File: config.mk
export PLATFORM = sky130hd
export DESIGN_NAME = dts_ctrl
export DESIGN_NICKNAME = d
export VERILOG_FILES = /design/src/design/dts_pkg.sv /design/src/design/dts_ctrl.sv
export SDC_FILE = /design/constraint.sdc
export NUM_CORES = 1
export LEC_CHECK = 0
export ABC_AREA = 1
export BUFFER_PORTS_ARGS = -buffer_cell sky130_fd_sc_hd__buf_2
export CORE_MARGIN = 8
export CORE_UTILIZATION = 52
export DETAILED_ROUTE_END_ITERATION = 6
export PLACE_DENSITY = 0.94
export SYNTH_ARGS = -nofsm -noshare
export SYNTH_HDL_FRONTEND = slang
export SYNTH_SLANG_ARGS = --single-unit
File: constraint.sdc
create_clock -name clk -period 3.95 [get_ports clk]
set_input_delay 0.395 -clock clk [delete_from_list [all_inputs] [get_ports clk]]
set_output_delay 0.395 -clock clk [all_outputs]
set_load 0.05 [all_outputs]
File: src/design/dts_pkg.sv
`timescale 1ns / 1ps
// ----------------------------------------------------------------------------
// dts_pkg
// Shared codes, command and status bundles for the dependency task scheduler.
// ----------------------------------------------------------------------------
package dts_pkg;

  localparam logic [2:0] ACT_ADD      = 3'd0;
  localparam logic [2:0] ACT_DEPEND   = 3'd1;
  localparam logic [2:0] ACT_QUEUE    = 3'd2;
  localparam logic [2:0] ACT_FETCH    = 3'd3;
  localparam logic [2:0] ACT_COMPLETE = 3'd4;

  localparam logic [2:0] ST_OK      = 3'd0;
  localparam logic [2:0] ST_FULL    = 3'd1;
  localparam logic [2:0] ST_UNKNOWN = 3'd2;
  localparam logic [2:0] ST_QFULL   = 3'd3;
  localparam logic [2:0] ST_NONE    = 3'd4;

  typedef enum logic [1:0] {KEY_REL, KEY_TGT, KEY_DEP, KEY_PAR} key_sel_t;
  typedef enum logic [1:0] {SA_SCAN, SA_SEL, SA_ENT, SA_QDATA} slot_addr_t;
  typedef enum logic [1:0] {PEND_NONE, PEND_INC, PEND_DEC} pend_op_t;
  typedef enum logic [1:0] {RES_EMPTY, RES_NEWID, RES_FETCH} res_kind_t;

  typedef enum logic [4:0] {
    S_IDLE, S_DISPATCH,
    S_A_FP, S_A_PRD, S_A_PINC, S_A_FREE, S_A_ALLOC,
    S_T_FIND, S_D_WR, S_Q_WR,
    S_C_RD, S_C_WR, S_C_FP, S_C_PRD, S_C_PDEC,
    S_F_Q, S_F_E, S_F_CHK, S_F_DEP, S_F_R, S_F_RES, S_F_SH, S_F_SHW,
    S_FIN
  } state_t;

  typedef struct packed {
    logic       cap;
    logic       key_ld;
    key_sel_t   key_sel;
    logic       scan_start;
    logic       scan_step;
    logic       scan_free;
    slot_addr_t slot_addr;
    logic       set_sel;
    pend_op_t   pend_op;
    logic       alloc;
    logic       kill;
    logic       dep_wr;
    logic       q_push;
    logic       q_rd_next;
    logic       q_wr;
    logic       qptr_clr;
    logic       qptr_inc;
    logic       q_dec;
    logic       ent_ld;
    logic       res_ld;
    res_kind_t  res_kind;
    logic [2:0] res_status;
    logic       out_ld;
  } dts_cmd_t;

  typedef struct packed {
    logic [2:0] act;
    logic       hit;
    logic       miss;
    logic       key_neg;
    logic       pend_one;
    logic       q_more;
    logic       q_next_more;
    logic       q_full;
    logic       out_free;
  } dts_stat_t;

endpackage

File: src/design/dts_ctrl.sv
`timescale 1ns / 1ps
// ----------------------------------------------------------------------------
// dts_ctrl
// Sequencer that steps the datapath through the scans of each action.
// ----------------------------------------------------------------------------
module dts_ctrl (
  input  logic              clk,
  input  logic              rst,
  input  logic              s_tvalid,
  output logic              s_tready,
  input  dts_pkg::dts_stat_t stat,
  output dts_pkg::dts_cmd_t  cmd
);
  import dts_pkg::*;

  state_t state, state_next;

  always_ff @(posedge clk) begin
    if (rst) begin
      state <= S_IDLE;
    end else begin
      state <= state_next;
    end
  end

  always_comb begin
    state_next = state;
    cmd = '0;
    cmd.key_sel = KEY_REL;
    cmd.slot_addr = SA_SCAN;
    cmd.pend_op = PEND_NONE;
    cmd.res_kind = RES_EMPTY;
    cmd.res_status = ST_OK;
    s_tready = 1'b0;
    case (state)
      S_IDLE: begin
        s_tready = 1'b1;
        if (s_tvalid) begin
          cmd.cap = 1'b1;
          state_next = S_DISPATCH;
        end
      end
      S_DISPATCH: begin
        case (stat.act)
          ACT_ADD: begin
            cmd.key_ld = 1'b1;
            cmd.key_sel = KEY_REL;
            cmd.scan_start = 1'b1;
            state_next = S_A_FP;
          end
          ACT_DEPEND, ACT_QUEUE, ACT_COMPLETE: begin
            cmd.key_ld = 1'b1;
            cmd.key_sel = KEY_TGT;
            cmd.scan_start = 1'b1;
            state_next = S_T_FIND;
          end
          ACT_FETCH: begin
            cmd.qptr_clr = 1'b1;
            state_next = S_F_Q;
          end
          default: begin
            cmd.res_ld = 1'b1;
            state_next = S_FIN;
          end
        endcase
      end
      // raise the parent's count before looking for a free slot
      S_A_FP: begin
        cmd.scan_step = 1'b1;
        if (stat.key_neg || stat.miss) begin
          cmd.scan_start = 1'b1;
          state_next = S_A_FREE;
        end else if (stat.hit) begin
          cmd.set_sel = 1'b1;
          state_next = S_A_PRD;
        end
      end
      S_A_PRD: begin
        cmd.slot_addr = SA_SEL;
        state_next = S_A_PINC;
      end
      S_A_PINC: begin
        cmd.pend_op = PEND_INC;
        cmd.scan_start = 1'b1;
        state_next = S_A_FREE;
      end
      S_A_FREE: begin
        cmd.scan_step = 1'b1;
        cmd.scan_free = 1'b1;
        if (stat.hit) begin
          cmd.set_sel = 1'b1;
          state_next = S_A_ALLOC;
        end else if (stat.miss) begin
          cmd.res_ld = 1'b1;
          cmd.res_status = ST_FULL;
          state_next = S_FIN;
        end
      end
      S_A_ALLOC: begin
        cmd.alloc = 1'b1;
        cmd.res_ld = 1'b1;
        cmd.res_kind = RES_NEWID;
        state_next = S_FIN;
      end
      S_T_FIND: begin
        cmd.scan_step = 1'b1;
        if (stat.key_neg || stat.miss) begin
          cmd.res_ld = 1'b1;
          cmd.res_status = ST_UNKNOWN;
          state_next = S_FIN;
        end else if (stat.hit) begin
          cmd.set_sel = 1'b1;
          case (stat.act)
            ACT_DEPEND: state_next = S_D_WR;
            ACT_QUEUE:  state_next = S_Q_WR;
            default:    state_next = S_C_RD;
          endcase
        end
      end
      S_D_WR: begin
        cmd.dep_wr = 1'b1;
        cmd.res_ld = 1'b1;
        state_next = S_FIN;
      end
      S_Q_WR: begin
        cmd.res_ld = 1'b1;
        if (stat.q_full) begin
          cmd.res_status = ST_QFULL;
        end else begin
          cmd.q_push = 1'b1;
        end
        state_next = S_FIN;
      end
      S_C_RD: begin
        cmd.slot_addr = SA_SEL;
        state_next = S_C_WR;
      end
      S_C_WR: begin
        cmd.pend_op = PEND_DEC;
        cmd.kill = 1'b1;
        cmd.key_ld = 1'b1;
        cmd.key_sel = KEY_PAR;
        cmd.scan_start = 1'b1;
        state_next = S_C_FP;
      end
      S_C_FP: begin
        cmd.scan_step = 1'b1;
        if (stat.key_neg || stat.miss) begin
          cmd.res_ld = 1'b1;
          state_next = S_FIN;
        end else if (stat.hit) begin
          cmd.set_sel = 1'b1;
          state_next = S_C_PRD;
        end
      end
      S_C_PRD: begin
        cmd.slot_addr = SA_SEL;
        state_next = S_C_PDEC;
      end
      S_C_PDEC: begin
        cmd.pend_op = PEND_DEC;
        cmd.res_ld = 1'b1;
        state_next = S_FIN;
      end
      S_F_Q: begin
        if (!stat.q_more) begin
          cmd.res_ld = 1'b1;
          cmd.res_status = ST_NONE;
          state_next = S_FIN;
        end else begin
          state_next = S_F_E;
        end
      end
      S_F_E: begin
        cmd.slot_addr = SA_QDATA;
        cmd.ent_ld = 1'b1;
        state_next = S_F_CHK;
      end
      S_F_CHK: begin
        if (stat.pend_one) begin
          cmd.key_ld = 1'b1;
          cmd.key_sel = KEY_DEP;
          cmd.scan_start = 1'b1;
          state_next = S_F_DEP;
        end else begin
          cmd.qptr_inc = 1'b1;
          state_next = S_F_Q;
        end
      end
      // a live dependency blocks this entry
      S_F_DEP: begin
        cmd.scan_step = 1'b1;
        if (stat.key_neg || stat.miss) begin
          state_next = S_F_R;
        end else if (stat.hit) begin
          cmd.qptr_inc = 1'b1;
          state_next = S_F_Q;
        end
      end
      S_F_R: begin
        cmd.slot_addr = SA_ENT;
        state_next = S_F_RES;
      end
      S_F_RES: begin
        cmd.res_ld = 1'b1;
        cmd.res_kind = RES_FETCH;
        state_next = S_F_SH;
      end
      // close the gap one entry at a time
      S_F_SH: begin
        if (stat.q_next_more) begin
          cmd.q_rd_next = 1'b1;
          state_next = S_F_SHW;
        end else begin
          cmd.q_dec = 1'b1;
          state_next = S_FIN;
        end
      end
      S_F_SHW: begin
        cmd.q_wr = 1'b1;
        cmd.qptr_inc = 1'b1;
        state_next = S_F_SH;
      end
      S_FIN: begin
        if (stat.out_free) begin
          cmd.out_ld = 1'b1;
          state_next = S_IDLE;
        end
      end
      default: state_next = S_IDLE;
    endcase
  end

endmodule

* Word-level counts from Yosys, hierarchy flattened
Index checks and enable logic that the tools add are counted.
** Storage, ports and cells
- Flip-flop bits (word level) :: 5
- Bits of input ports :: 14
- Output and inout port bits :: 30
** Operators by class
- Equality and inequality tests :: 34
- Mux-type cells :: 62
- Reductions and logical operators :: 15
** Operators with widths (number)
- 5-bit one-hot mux with 20 select lines :: 1
- 5-bit two-way mux :: 13
- 5-bit by 4-bit equality test with 1-bit output (second input constant) :: 8
- 5-bit equality test (second input constant) :: 8
- 1-bit two-way mux :: 31
- 5-bit by 3-bit equality test with 1-bit output (second input constant) :: 4
- 3-bit != test (second input constant) :: 5
- 5-bit one-hot mux with 3 select lines :: 1
- 5-bit OR reduction :: 3
- 2-bit one-hot mux with 2 select lines :: 3
- 3-bit one-hot mux with 4 select lines :: 1
- 5-bit by 2-bit equality test with 1-bit output (second input constant) :: 2
- 3-bit one-hot mux with 3 select lines :: 1
- 3-bit OR reduction :: 3
- 4-bit one-hot mux with 2 select lines :: 1
- 2-bit OR reduction :: 4
- 7-bit AND reduction :: 1
- 3-bit by 2-bit equality test with 1-bit output (second input constant) :: 2
- 3-bit two-way mux :: 2
- 2-bit one-hot mux with 3 select lines :: 1
- 5-bit by 1-bit equality test with 1-bit output (second input constant) :: 1
- 5-bit logical NOT :: 1
- 1-bit one-hot mux with 5 select lines :: 1
- 2-bit two-way mux :: 2
- 10 further kinds :: 11

* Logic depth before layout (Yosys ltp)
Gate-level depths: netlist (run 1).
- Word-level depth :: 5
- Gate-level depth with buffers :: 12
- Depth with buffers taken out :: 11

* Least setup slack after synthesis (run 1)
No wires, ideal clock.
- Path kind :: register -> output
- Start :: reg state[2]
- End :: out cmd[6] (netlist bit)
- Data arrival time :: 2306 ps
- Slack :: 1249 ps
- Cell stages (with the launch flop) :: 6
- Path buffers :: 1
- Path through :: dfxtp_1 -> buf_4 -> nand3_1 -> nor3_1 -> nor3_1 -> o2111ai_1
** RTL lines
- from (decl) :: line dts_ctrl.sv:16 : state_t state, state_next;
- from (signal assigned) :: line dts_ctrl.sv:22 : state <= state_next;
- to (decl) :: line dts_ctrl.sv:12 : output dts_pkg::dts_cmd_t cmd

==> results of run 1 <==
## worst register-to-register path, delay by kind of cell (launching register included)
kind                   cells  cell delay [ns]
and+or+nand+nor            7             0.73
DFF                        1             0.65
buffers and inverters      2             0.29
AOI/OAI and AO/OA          1             0.13
## per-layer routing
metal,vias up,GRT usage (%)
met5,-,0
met4,0,5.19
met3,8,3.29
met2,87,32.2
met1,647,25.9
li1,741,-
## power by group through the flow
stage / logic [W] / clock network [W] / registers, W
finish: 0.000670 / 0.0000600 / 0.000128
global route: 0.000726 / 0.0000670 / 0.000133
CTS: 0.000667 / 0.0000619 / 0.000127
detailed placement: 0.000665 / 0 / 0.000129
global placement: 0.000663 / 0 / 0.000127
floorplan: 0.000608 / 0 / 0.0000764
## synthesized netlist by cell type
| cell | instances | area (um2) |
|---|---|---|
| nand2_1 | 60 | 225 |
| nor2_1 | 29 | 109 |
| nand3_1 | 22 | 110 |
| inv_1 | 21 | 78.8 |
| inv_2 | 10 | 37.5 |
| a21oi_1 | 8 | 40.0 |
| nor2_2 | 8 | 50.1 |
| nor3_1 | 8 | 40.0 |
| nand3_2 | 6 | 60.1 |
| dfxtp_1 | 5 | 100 |
| nor2_4 | 5 | 56.3 |
| nand4_1 | 4 | 25.0 |
| buf_4 | 3 | 22.5 |
| buf_6 | 3 | 33.8 |
| nand2_2 | 3 | 18.8 |
| o21ai_0 | 3 | 15.0 |
| nor3b_1 | 2 | 15.0 |
| o21ai_1 | 2 | 10.0 |
| a31oi_1 | 1 | 6.26 |
| buf_2 | 1 | 5.00 |
| clkinv_1 | 1 | 3.75 |
| nand2b_2 | 1 | 8.76 |
| nor2_8 | 1 | 20.0 |
| o2111ai_1 | 1 | 8.76 |
## worst min path at each step
stage	slack [ns]	end
4_1_cts	0.37	state[1]
2_1_floorplan	0.46	state[0]
6_report	0.38	state[1]
3_5_place_dp	0.60	state[2]
3_3_place_gp	0.59	state[2]
5_1_grt	0.37	state[1]
## through the flow
stage | area, um2 | hold slack (ns) | total power, W | instances | utilization [%]
finish | 1310 | 0.377 | 0.000858 | 275 | 66.3
global route | 1310 | 0.373 | 0.000925 | 275 | 66.3
global placement | 1290 | 0.592 | 0.000790 | 271 | 65.0
floorplan | 1100 | 0.464 | 0.000684 | 208 | -
CTS | 1310 | 0.368 | 0.000856 | 275 | 66.3
detailed placement | 1290 | 0.601 | 0.000793 | 271 | 65.0
## final cells by class
cell class	count	area, um2	area share (%)
inverter	32	120	9.14
tap	27	33.8	2.57
timing repair buffer	43	215	16.4
clock buffer	4	26.3	2.00
multi-input combinational	164	818	62.3
sequential	5	100	7.62
## cells by family after synthesis
logic type,synth area share (%)
simple gates,67.1
buf+inv,16.5
compound gates,7.28
flops,9.10
==> flow_summary.yaml, run 1 <==
floorplanning:
  initial_core_util_pct: 55.5
  rows: 16
  die_x_um: 62.0
  die-height_um: 62.0
  die_area_um2: 3840
  ios: 44
  core_um2: 1980
pwr:
  p_per_area_nw_per_um2: 653
  power.internal_w: 0.000281
  power.switching_w: 0.000577
  leakagePower_nw: 0.869
  ir_worst_vdd_uv: 473
  clock_power_share_pct: 7.0
  comb_power_share_pct: 78.0
  pwr-share-seq_pct: 15.0
  p_sw_share_pct: 67.2
finish:
  fillCellCount: 217
  antennaDiodeCount: 0
  largest-register: "state"
  largest_register_ffs: 5
  top_regs: "state x5"
  mostFrequentLayoutCells: "60 x nand2_1, 43 x buf_2, 29 x nor2_1"
  drive_gt1_share_pct: 32.3
  fin_nets: 263
  final_common_cell: "nand2_1"
  area_delta_synth_final_pct: 19.5
synth:
  synth_fp_nets: 222
  ys_warn_count: 0
  ys_seq_area_share_pct: 9.10
  syn_area_per_cell_um2: 5.29
  synth_cells: 208
  ys_types: 24
  syn_area_um2: 1100
  synth-seq-cells: 5
sta:
  worstMarginPinSlew_ns: 0.566
  hold_viol_final: 0
  max_freq_mhz: 408
  rsz0062_at_grt: "false"
  setup_viol: 0
  setup_tns_ns: 0
  period_minus_slack_ns: 2.45
  post-route-worst-setup-slack_ns: 1.50
  skew_ns: 0.00132
  post-route-period-util_pct: 62.0
  report.final.slew_viol_count: 0
  relSlewSlack_pct: 62.2
critical_path:
  slowest_delay_ns: 0.67
  critPathKind: "register to output pin"
  r2r_slack_ns: 2.09
  regToRegEndpoint: "state[0]"
  crit_path_cell_trace: "nand2_2 -> nor2_2 -> nand2_1 -> o21ai_1 -> nand2_1 -> a31oi_1 -> buf_2"
  worst_setup_path_end_kind: "output pin"
  cp_num_buf_inv: 1
  critPathLaunchType: "register"
  arrival_ns: 2.06
  critical_path_depth: 7
  slowest_stage: "dfxtp_1"
  crit_start: "state[0]"
  path_delay_family: "flip-flops"
  crit_top_cell: "nand2_1"
  r2r_start: "state[4]"
  critical_path.max_fanout: 9
  r2r_cells: 10
  crit_required_ns: 3.56
  endpoint: "cmd[19]"
routing:
  top_layer_used: "met4"
  dr_wl_met3_um: 395
  routed_wl_um: 3560
  met1_length_um: 1480
  drcViolationCount: 0
  wl_met2_um: 1600
  wl_per_cell_um: 13.0
  dr.pass1.iters: 4
  num_vias: 1483
  drt_iter0_markers: 98
  routed_via_density: 5.39
  ant_nets: 0
clock_tree:
  numCtsBuffers: 3
  clkTransAtPathRegs_ns: 0.04
  root_buffer: "clkbuf_4"
  clk_latency_ns: 0.24
  htreeDepth: 1
  cts_resized: 0
  clock-sinks: 5
  cts_buffer_depth: 2
  ctsHoldBuffers: 0
  cts_tree: "built"
  post_cts_buffers: 0
grt:
  grt_first_pass_wirelength_um: 5890
  grt_pass1_vias: 1327
  grt_overflow: 0
  grt_max_degree: 14
  grt_usage_pct: 19.7
  antenna_found_initial: 0
job:
  maxCapViolCount: 0
outcome:
  status: "finished clean"
place:
  routabilityCongestion: 1.07
  io_buffers: 43
  hpwl_um: 3040
  dp_slack_ns: 1.79
worst_hold_path:
  hp-start: "rst"
  whs_path_depth: 2
  min_path_type: "input pin to register"
Power figures use the tool's default switching activity.
==> run 2: changes to the inputs <==
--- a/config.mk
+++ b/config.mk
@@ -8,9 +8,9 @@
 export ABC_AREA = 1
 export BUFFER_PORTS_ARGS = -buffer_cell sky130_fd_sc_hd__buf_2
 export CORE_MARGIN = 8
-export CORE_UTILIZATION = 52
+export CORE_UTILIZATION = 44
 export DETAILED_ROUTE_END_ITERATION = 6
-export PLACE_DENSITY = 0.94
+export PLACE_DENSITY = 0.86
 export SYNTH_ARGS = -nofsm -noshare
 export SYNTH_HDL_FRONTEND = slang
 export SYNTH_SLANG_ARGS = --single-unit
==> constraint.sdc (replaced) <==
create_clock -name clk -period 2.06 [get_ports clk]
set_input_delay 0.206 -clock clk [delete_from_list [all_inputs] [get_ports clk]]
set_output_delay 0.206 -clock clk [all_outputs]
set_load 0.05 [all_outputs]
==> run 2 against run 1 <==
Against the previous run:
- non-clock buffer count rose by 6
- clock power rose by 93%
- register-to-register slack got worse by 1.7 ns
- first-iteration DRC count fell by 7.1%
- die area rose by 13%
- sequential share of layout area fell by 0.10 points
- clock-buffer cell count did not move
- core utilization fell by 9.5 points
- largest cell class unchanged
- largest power group unchanged
==> flow_summary.yaml, run 2 (synthesized netlist as in run 1, its figures left out) <==
outcome:
  status: "finished clean"
finish:
  postLayoutCoreUtil_pct: 56.8
  largest-register: "state"
  area_delta_synth_final_pct: 25.6
  fin_area_um2: 1380
  final_common_cell: "nand2_1"
  drive_gt1_share_pct: 36.2
  fin_nets: 269
  top_regs: "state x5"
  mostFrequentLayoutCells: "60 x nand2_1, 42 x buf_2, 28 x nor2_1"
  largest_register_ffs: 5
  antennaDiodeCount: 0
critical_path:
  crit_required_ns: 1.85
  critPathLaunchType: "register"
  critical_path.max_fanout: 7
  critPathKind: "register to output pin"
  arrival_ns: 1.78
  worst_setup_path_end_kind: "output pin"
pwr:
  power.switching_w: 0.00114
  p_sw_share_pct: 65.6
  power.internal_w: 0.000599
  ir_worst_vdd_uv: 960
  p_total_w: 0.00174
  leakagePower_nw: 0.903
  pwr-share-seq_pct: 11.1
  p_per_area_nw_per_um2: 1260
  clock_power_share_pct: 6.7
  comb_power_share_pct: 82.3
floorplanning:
  initial_core_util_pct: 45.2
  core_um2: 2430
  die-height_um: 66.0
  rows: 18
  die_area_um2: 4360
  ios: 44
  die_x_um: 66.0
sta:
  worstMarginPinSlew_ns: 0.331
  post-route-period-util_pct: 96.3
  relSlewSlack_pct: 77.9
  post-route-worst-setup-slack_ns: 0.0764
  skew_ns: 0.00277
  hold_viol_final: 0
  period_minus_slack_ns: 1.98
  report.final.slew_viol_count: 0
  max_freq_mhz: 504
  rsz0062_at_grt: "false"
  setup_viol: 0
place:
  placed_area_um2: 1350
  routabilityCongestion: 0.995
  dp_slack_ns: 0.287
  hpwl_um: 3140
  io_buffers: 43
clock_tree:
  root_buffer: "clkbuf_4"
  cts_tree: "built"
  htreeDepth: 1
  clkTransAtPathRegs_ns: 0.04
  ctsHoldBuffers: 0
  numCtsBuffers: 3
  cts_buffer_depth: 2
  clock-sinks: 5
  clk_latency_ns: 0.25
grt:
  grt_first_pass_wirelength_um: 6200
  grt_overflow: 0
  grt_max_degree: 13
  grt_usage_pct: 17.2
  grt_pass1_vias: 1357
  antenna_found_initial: 0
routing:
  ant_nets: 0
  drcViolationCount: 0
  num_vias: 1509
  wl_per_cell_um: 13.3
  drt_iter0_markers: 91
  routed_via_density: 5.31
  dr.pass1.iters: 5
  routed_wl_um: 3770
job:
  maxCapViolCount: 0
worst_hold_path:
  min_path_type: "input pin to register"
[run 2: what timing repair did]
action,CTS,global route
setup buffers,0,0
resized for setup,0,5
setup endpoints to repair,0,5
[run 2: layer usage]
layer | track usage (%) | routed length [um] | vias to the layer above
met4 | 4.00 | 39 | 0
met5 | 0 | 0 | -
met3 | 3.39 | 380 | 4
met2 | 29.4 | 1740 | 87
met1 | 21.5 | 1610 | 668
li1 | - | - | 750
[run 2: through the flow]
step / TNS, ns / hold slack (ns) / std cells
2_1_floorplan: -0.0479 / 0.275 / 208
3_3_place_gp: 0 / 0.432 / 280
3_5_place_dp: 0 / 0.440 / 280
4_1_cts: 0 / 0.192 / 284
5_1_grt: 0 / 0.201 / 284
6_report: 0 / 0.185 / 284
[run 2: path summary, 6_finish.rpt]
path	startpoint	endpoint	slack, ns	cells after the start
min	rst	state[0]	0.19	2
min reg2reg	state[1]	state[1]	0.53	2
max reg2reg	state[1]	state[0]	0.43	11
max	state[0]	cmd[19]	0.08	7
[run 2: power groups by stage]
stage / Clock, W / Sequential [W] / Combinational, W
CTS: 0.000115 / 0.000185 / 0.00141
global placement: 0 / 0.000182 / 0.00141
global route: 0.000120 / 0.000197 / 0.00156
floorplan: 0 / 0.000146 / 0.00117
detailed placement: 0 / 0.000187 / 0.00140
finish: 0.000116 / 0.000193 / 0.00143
[run 2: area by class of cell]
cell class	count	area [um2]
Clock buffer	4	26.3
Fill cell	250	1050
Inverter	32	120
Multi-Input combinational cell	164	831
Sequential cell	5	104
Tap cell	30	37.5
Timing Repair Buffer	49	263
[run 2: worst max-delay path, stage by stage (launching register included)]
cell and delay, ns:
dfxtp_2 0.41, nand2_2 0.13, nor2_2 0.16, nand2_1 0.13, o21ai_1 0.14, nand2_1 0.09
a31oi_1 0.17, buf_2 0.29
